## src/hw/rtl/bjs_pkg.sv

```systemverilog
// Shared types, constants and helper functions for the baseline jump segmenter.
// Used by bjs_ctrl, bjs_dpath and baseline_jump_segmenter; depends on nothing.
package bjs_pkg;

  localparam int SAMPLE_BITS     = 10;
  localparam int HIST_DEPTH      = 1 << SAMPLE_BITS;
  localparam int MAX_SAMPLES_DEF = 256;
  localparam int JUMP_LIMIT      = 32;
  localparam int IDX_OUT_W       = 8;
  localparam int MRE_W           = 8;
  localparam logic [MRE_W-1:0] MRE_RESET = 8'd6;

  typedef struct packed {
    logic [SAMPLE_BITS-1:0] sample;
    logic                   last;
  } in_t;

  typedef struct packed {
    logic [SAMPLE_BITS-1:0] background;
    logic                   jump_found;
    logic [IDX_OUT_W-1:0]   jump_start;
    logic [IDX_OUT_W-1:0]   jump_end;
    logic                   final_res;
  } out_t;

  // Commands from the controller to the datapath.
  typedef struct packed {
    logic accept;
    logic hist_inc;
    logic sweep_issue;
    logic scan_init;
    logic walk_init;
    logic walk_step;
    logic emit_summary;
  } cmd_t;

  // Status from the datapath to the controller.
  typedef struct packed {
    logic sweep_last;
    logic last;
    logic walk_first;
    logic walk_end;
    logic emit_need;
    logic out_free;
  } sts_t;

  function automatic logic [SAMPLE_BITS-1:0] absdiff(input logic [SAMPLE_BITS-1:0] a,
                                                     input logic [SAMPLE_BITS-1:0] b);
    absdiff = (a > b) ? (a - b) : (b - a);
  endfunction

endpackage

```

## src/hw/rtl/bjs_ctrl.sv

```systemverilog
// Sequencing state machine of the baseline jump segmenter.
// Depends on bjs_pkg for the command and status structs.
module bjs_ctrl (
  input  logic          clk,
  input  logic          rst_n,
  input  logic          in_valid,
  output logic          in_ready,
  input  bjs_pkg::sts_t sts,
  output bjs_pkg::cmd_t cmd
);

  typedef enum logic [2:0] {
    ST_CLEAR,
    ST_IDLE,
    ST_LOAD,
    ST_SCAN,
    ST_TAIL,
    ST_WRD,
    ST_WEX,
    ST_SUM
  } state_t;

  state_t state_r, state_nxt;

  assign in_ready = (state_r == ST_IDLE);

  always_comb begin
    state_nxt = state_r;
    cmd       = '0;
    case (state_r)
      ST_CLEAR: begin
        cmd.sweep_issue = 1'b1;
        if (sts.sweep_last) state_nxt = ST_IDLE;
      end
      ST_IDLE: begin
        if (in_valid) begin
          cmd.accept = 1'b1;
          state_nxt  = ST_LOAD;
        end
      end
      ST_LOAD: begin
        cmd.hist_inc = 1'b1;
        if (sts.last) begin
          cmd.scan_init = 1'b1;
          state_nxt     = ST_SCAN;
        end else begin
          state_nxt = ST_IDLE;
        end
      end
      ST_SCAN: begin
        // The mode search also zeroes each histogram entry it has read.
        cmd.sweep_issue = 1'b1;
        if (sts.sweep_last) state_nxt = ST_TAIL;
      end
      ST_TAIL: begin
        cmd.walk_init = 1'b1;
        state_nxt     = ST_WRD;
      end
      ST_WRD: begin
        state_nxt = ST_WEX;
      end
      ST_WEX: begin
        // Hold the walk while a jump word is due and the output is still full.
        if (sts.walk_first || !sts.emit_need || sts.out_free) begin
          cmd.walk_step = 1'b1;
          state_nxt     = sts.walk_end ? ST_SUM : ST_WRD;
        end
      end
      ST_SUM: begin
        if (sts.out_free) begin
          cmd.emit_summary = 1'b1;
          state_nxt        = ST_IDLE;
        end
      end
      default: state_nxt = ST_CLEAR;
    endcase
  end

  always_ff @(posedge clk) begin
    if (!rst_n) begin
      state_r <= ST_CLEAR;
    end else begin
      state_r <= state_nxt;
    end
  end

endmodule

```

## config.mk

```make
export PLATFORM = sky130hd
export DESIGN_NAME = bjs_ctrl
export DESIGN_NICKNAME = d
export VERILOG_FILES = /design/src/hw/rtl/bjs_pkg.sv /design/src/hw/rtl/bjs_ctrl.sv
export SDC_FILE = /design/constraint.sdc
export NUM_CORES = 1
export LEC_CHECK = 0
export ABC_AREA = 1
export BUFFER_PORTS_ARGS = -buffer_cell sky130_fd_sc_hd__buf_2
export CAP_MARGIN = 20
export CORE_AREA = 2 2 39 41
export CTS_CLUSTER_DIAMETER = 50
export DETAILED_ROUTE_END_ITERATION = 8
export DIE_AREA = 0 0 41 43
export PLACE_DENSITY = 0.5
export SYNTH_ARGS = -nofsm -noshare
export SYNTH_HDL_FRONTEND = slang
export SYNTH_SLANG_ARGS = --single-unit
export TNS_END_PERCENT = 100
```

## constraint.sdc

```tcl
create_clock -name clk -period 2 [get_ports clk]
set_input_delay 0 -clock clk [delete_from_list [all_inputs] [get_ports clk]]
set_output_delay 0 -clock clk [all_outputs]
set_load 0.02 [all_outputs]
```

## Yosys cells after proc, flatten, opt, wreduce, memory -nomap -nowiden

Index checks and enable logic that the tools add are counted.
Widths: inputs -> output; s select.

- Register bits after elaboration: 3
- Bits in latches: 0
- Memory bits (writable): 0
- Memory bits (read-only): 0
- Input bits: 9
- Output and inout bits: 8
- Logic and storage cells: 38
- Memories: 0

- $add $sub $neg: 0
- Multipliers: 0
- Div/mod/pow operators: 0
- Magnitude comparators: 0
- Equality and inequality tests: 12
- Shift operators: 0
- Mux-type cells: 19
- Bitwise operators: 0
- Reductions and logical operators: 6

Operator list:

| operator | number |
|---|---|
| $pmux 3 s8 | 1 |
| $mux 3 | 5 |
| $eq 3x3->1 const B | 4 |
| $mux 1 | 11 |
| $ne 2x2->1 const B | 5 |
| $eq 3x2->1 const B | 2 |
| $reduce_and 5->1 | 1 |
| $mux 2 | 2 |
| $eq 3x1->1 const B | 1 |
| $logic_not 3->1 | 1 |
| $logic_or 1x1->1 | 2 |
| $reduce_or 2->1 | 1 |
| $logic_not 1->1 | 1 |

## Logic depth before layout (Yosys ltp)

- Depth in word-level cells: 5
- Gate-level depth with buffers: 10
- Gate-level depth less buffers: 9

## Worst setup path before layout

Ideal clock, no wire load.

- Path kind: reg-to-reg
- Start point: register state_r[1]
- End point: register state_r[0]
- Setup time: 110 ps
- Arrival time: 1116 ps
- Data required time: 1890 ps
- Setup slack: 774 ps
- Stages on the path, launching flop included: 10
- Path buffers: 1
- Period minus slack after synthesis: 1226 ps
- Cells stage by stage: dfxtp_1 > buf_6 > inv_2 > nand2_2 > nor2_2 > nand2_2 > nand3_1 > nand2_1 > nand2_1 > nor2_2

- Word-level cells in the longest chain between the ends: 3
- Elaborated cells on any way between the ends: 15
- Those cells by class: 12 x eq/ne; 1 x mux; 2 x reduce/logical

RTL lines:

| item | RTL line | text |
|---|---|---|
| from (decl) | bjs_ctrl.sv:23 | `state_t state_r, state_nxt;` |
| from (signal assigned) | bjs_ctrl.sv:83 | `state_r <= state_nxt;` |
| $eq 3x1->1 (*) | -- |  |
| named net in_ready | bjs_ctrl.sv:7 | `output logic in_ready,` |
| $ne 2x2->1 (no source line) | -- |  |
| $reduce_and 5->1 (no source line) | -- |  |

Mark *: on every way through the listed nets, which the timed path passes. The rest lies on a longest branch.
A chain may end at the register's enable or synchronous reset.

==> impl_metrics.env <==
export IMPL_clock_sinks=3
export IMPL_clk_pin_slew_ps=40
export IMPL_finalHoldViolCount=0
export IMPL_stdcell_area_um2=454.2
export IMPL_area_delta_synth_final_pct=29.64
export IMPL_holdWs_ps=17.62
export IMPL_final_cell_mix="buf_2 (16), inv_1 (12), nand2_1 (10), nor2_1 (6)"
export IMPL_p_per_area_nw_per_um2=1366
export IMPL_cap_violations=0
export IMPL_end_kind="output port"
export IMPL_status="finished clean"
export IMPL_syn_avg_cell_area_um2=5.938
export IMPL_fin_nets=87
export IMPL_place_hpwl_um=676
export IMPL_worstSetupPathType="register to output port"
export IMPL_drive_gt1_share_pct=41.56
export IMPL_htreeDepth=1
export IMPL_relSlewSlack_pct=70.71
export IMPL_num_io_pins=17
export IMPL_vdd_drop_max_uv=352.7
export IMPL_p_leak_nw=0.2819
export IMPL_period_minus_slack_ps=1331
export IMPL_setup_tns_ps=0
export IMPL_cts_path_max_buffers=2
export IMPL_grt_max_degree=11
export IMPL_ys_warn_count=0
export IMPL_via_per_inst=4.376
export IMPL_worstRegToRegCells=7
export IMPL_fmax_mhz=751.1
export IMPL_met1_usage_pct=12.50
export IMPL_worstReg2RegStart="state_r[2]"
export IMPL_synth_seq_cells=3
export IMPL_ys_top_cells_by_area="dfxtp_1 (17%), inv_1 (13%), nand2_1 (11%), nand2_2 (7.1%), buf_6 (6.4%)"
export IMPL_yosysSeqAreaShare_pct=17.14
export IMPL_dieArea_um2=1763
export IMPL_insertion_delay_ps=230
export IMPL_worst_hold_path_endpoint="state_r[1]"
export IMPL_groute_usage_overall_pct=10.63
export IMPL_worstSetupStartpointType="register"
export IMPL_yosys_area_top_type_share_pct=17.14
export IMPL_hp_class="primary input to register"
export IMPL_setup_ws_ps=668.6
export IMPL_crit_required_ps=2000
export IMPL_largest_reg_flops=3
export IMPL_top_usage_layer="met2"
export IMPL_place_congestion=0.7168
export IMPL_drv_slew=0
export IMPL_finalSetupViolCount=0
export IMPL_die_x_um=41
export IMPL_clock_skew_ps=1.018
export IMPL_fin_crit_sh_pct=66.57
export IMPL_rsz0062_at_grt="false"
export IMPL_finalWirelength_um=826
export IMPL_initial_core_util_pct=25.32
export IMPL_hold_depth=3
export IMPL_total_power_mw=0.6204
export IMPL_finalNonFillerCells=93
export IMPL_drt_iter0_drc=9
export IMPL_path_max_fanout=8
export IMPL_syn_nets=68
export IMPL_first_global_vias=348
export IMPL_cts_root_buffer="clkbuf_4"
export IMPL_grt_util_met2_pct=16.56
export IMPL_layout_commonest_cell="buf_2"
export IMPL_antenna_cells=0
export IMPL_arrival_ps=1330
export IMPL_worstMarginPinSlew_ps=438.8
export IMPL_die_h_um=43
export IMPL_netlist_instances=59
export IMPL_reg2reg_setup_slack_ps=690
export IMPL_rows=14
export IMPL_dp_cells=89
export IMPL_overflow=0
export IMPL_netlist_area_um2=350.3
export IMPL_synth_cell_types=16
export IMPL_hp_start="rst_n"
export IMPL_portBuffers=16
export IMPL_grt_pass1_wl_mm=1.311
export IMPL_vias=407
export IMPL_cts_hold_buf=0
export IMPL_pre_cts_ws_ps=694.6
export IMPL_core_area_um2=1384
export IMPL_top_register="state_r"
export IMPL_drc=0
export IMPL_placed_cell_area_um2=427.9
export IMPL_cts_tree="built"
export IMPL_postLayoutCoreUtil_pct=32.82
export IMPL_wl_per_cell_um=8.882
export IMPL_reg_largest_list="state_r x3"
export IMPL_cts_made_buffers=3
export IMPL_yosysTopAreaCell="dfxtp_1"
export IMPL_drtPass1Iterations=4
export IMPL_post_cts_buffers=0
export IMPL_ant_nets=0
export IMPL_ctsResizeCount=0
export IMPL_antenna_found_initial=0
export IMPL_reg2reg_to="state_r[0]"
export IMPL_grt_use_met3_pct=5.236
where the power goes:
| group | switching [mW] | leakage [nW] | internal, mW |
|---|---|---|---|
| combinational | 0.235 | 0.242 | 0.134 |
| clock | 0.0324 | 0.0150 | 0.0748 |
| sequential | 0.0619 | 0.0248 | 0.0829 |
| total | 0.329 | 0.282 | 0.292 |
cell type report:
type                            instances  area (um2)
Fill cell                             161       929.6
Multi-Input combinational cell         40       215.2
Timing Repair Buffer                   16       80.08
Sequential cell                         3       60.06
Inverter                               14       52.55
Clock buffer                            4       26.28
Tap cell                               16       20.02
routing by layer:
layer  part of all wire (%)  vias up
li1                       -      218
met1                     48      177
met2                     46       12
met3                    6.2        0
met4                      0        0
met5                      0        -
critical path, stage by stage (launching register included):
cell,delay (ps)
dfxtp_1,540
nand2_1,130
inv_1,90
nand2_1,70
nor2_1,100
buf_2,170
worst max path at each step:
stage                             to  slack [ps]       start
after detailed placement  state_r[0]         690  state_r[2]
after CTS                     cmd[0]         670  state_r[1]
after global placement    state_r[0]         720  state_r[1]
after global routing      state_r[0]         530  state_r[2]
final                         cmd[0]         670  state_r[1]
after floorplan           state_r[0]         770  state_r[1]
kinds of logic after synthesis:
family,after synthesis,synth area share [%]
compound gates,3,4.284
buf+inv,16,21.43
flops,3,17.14
simple gates,37,57.14
cells in the mapped netlist:
master	count
inv_1	12
nand2_1	10
nor2_1	6
nand2_2	4
nand3_1	4
dfxtp_1	3
nand4_1	3
nor2_2	3
nor3_1	3
a21oi_1	2
buf_6	2
inv_2	2
nand3_2	2
nand2_4	1
nor2_4	1
o21ai_0	1
No activity file was read; power rests on OpenSTA's default activity.
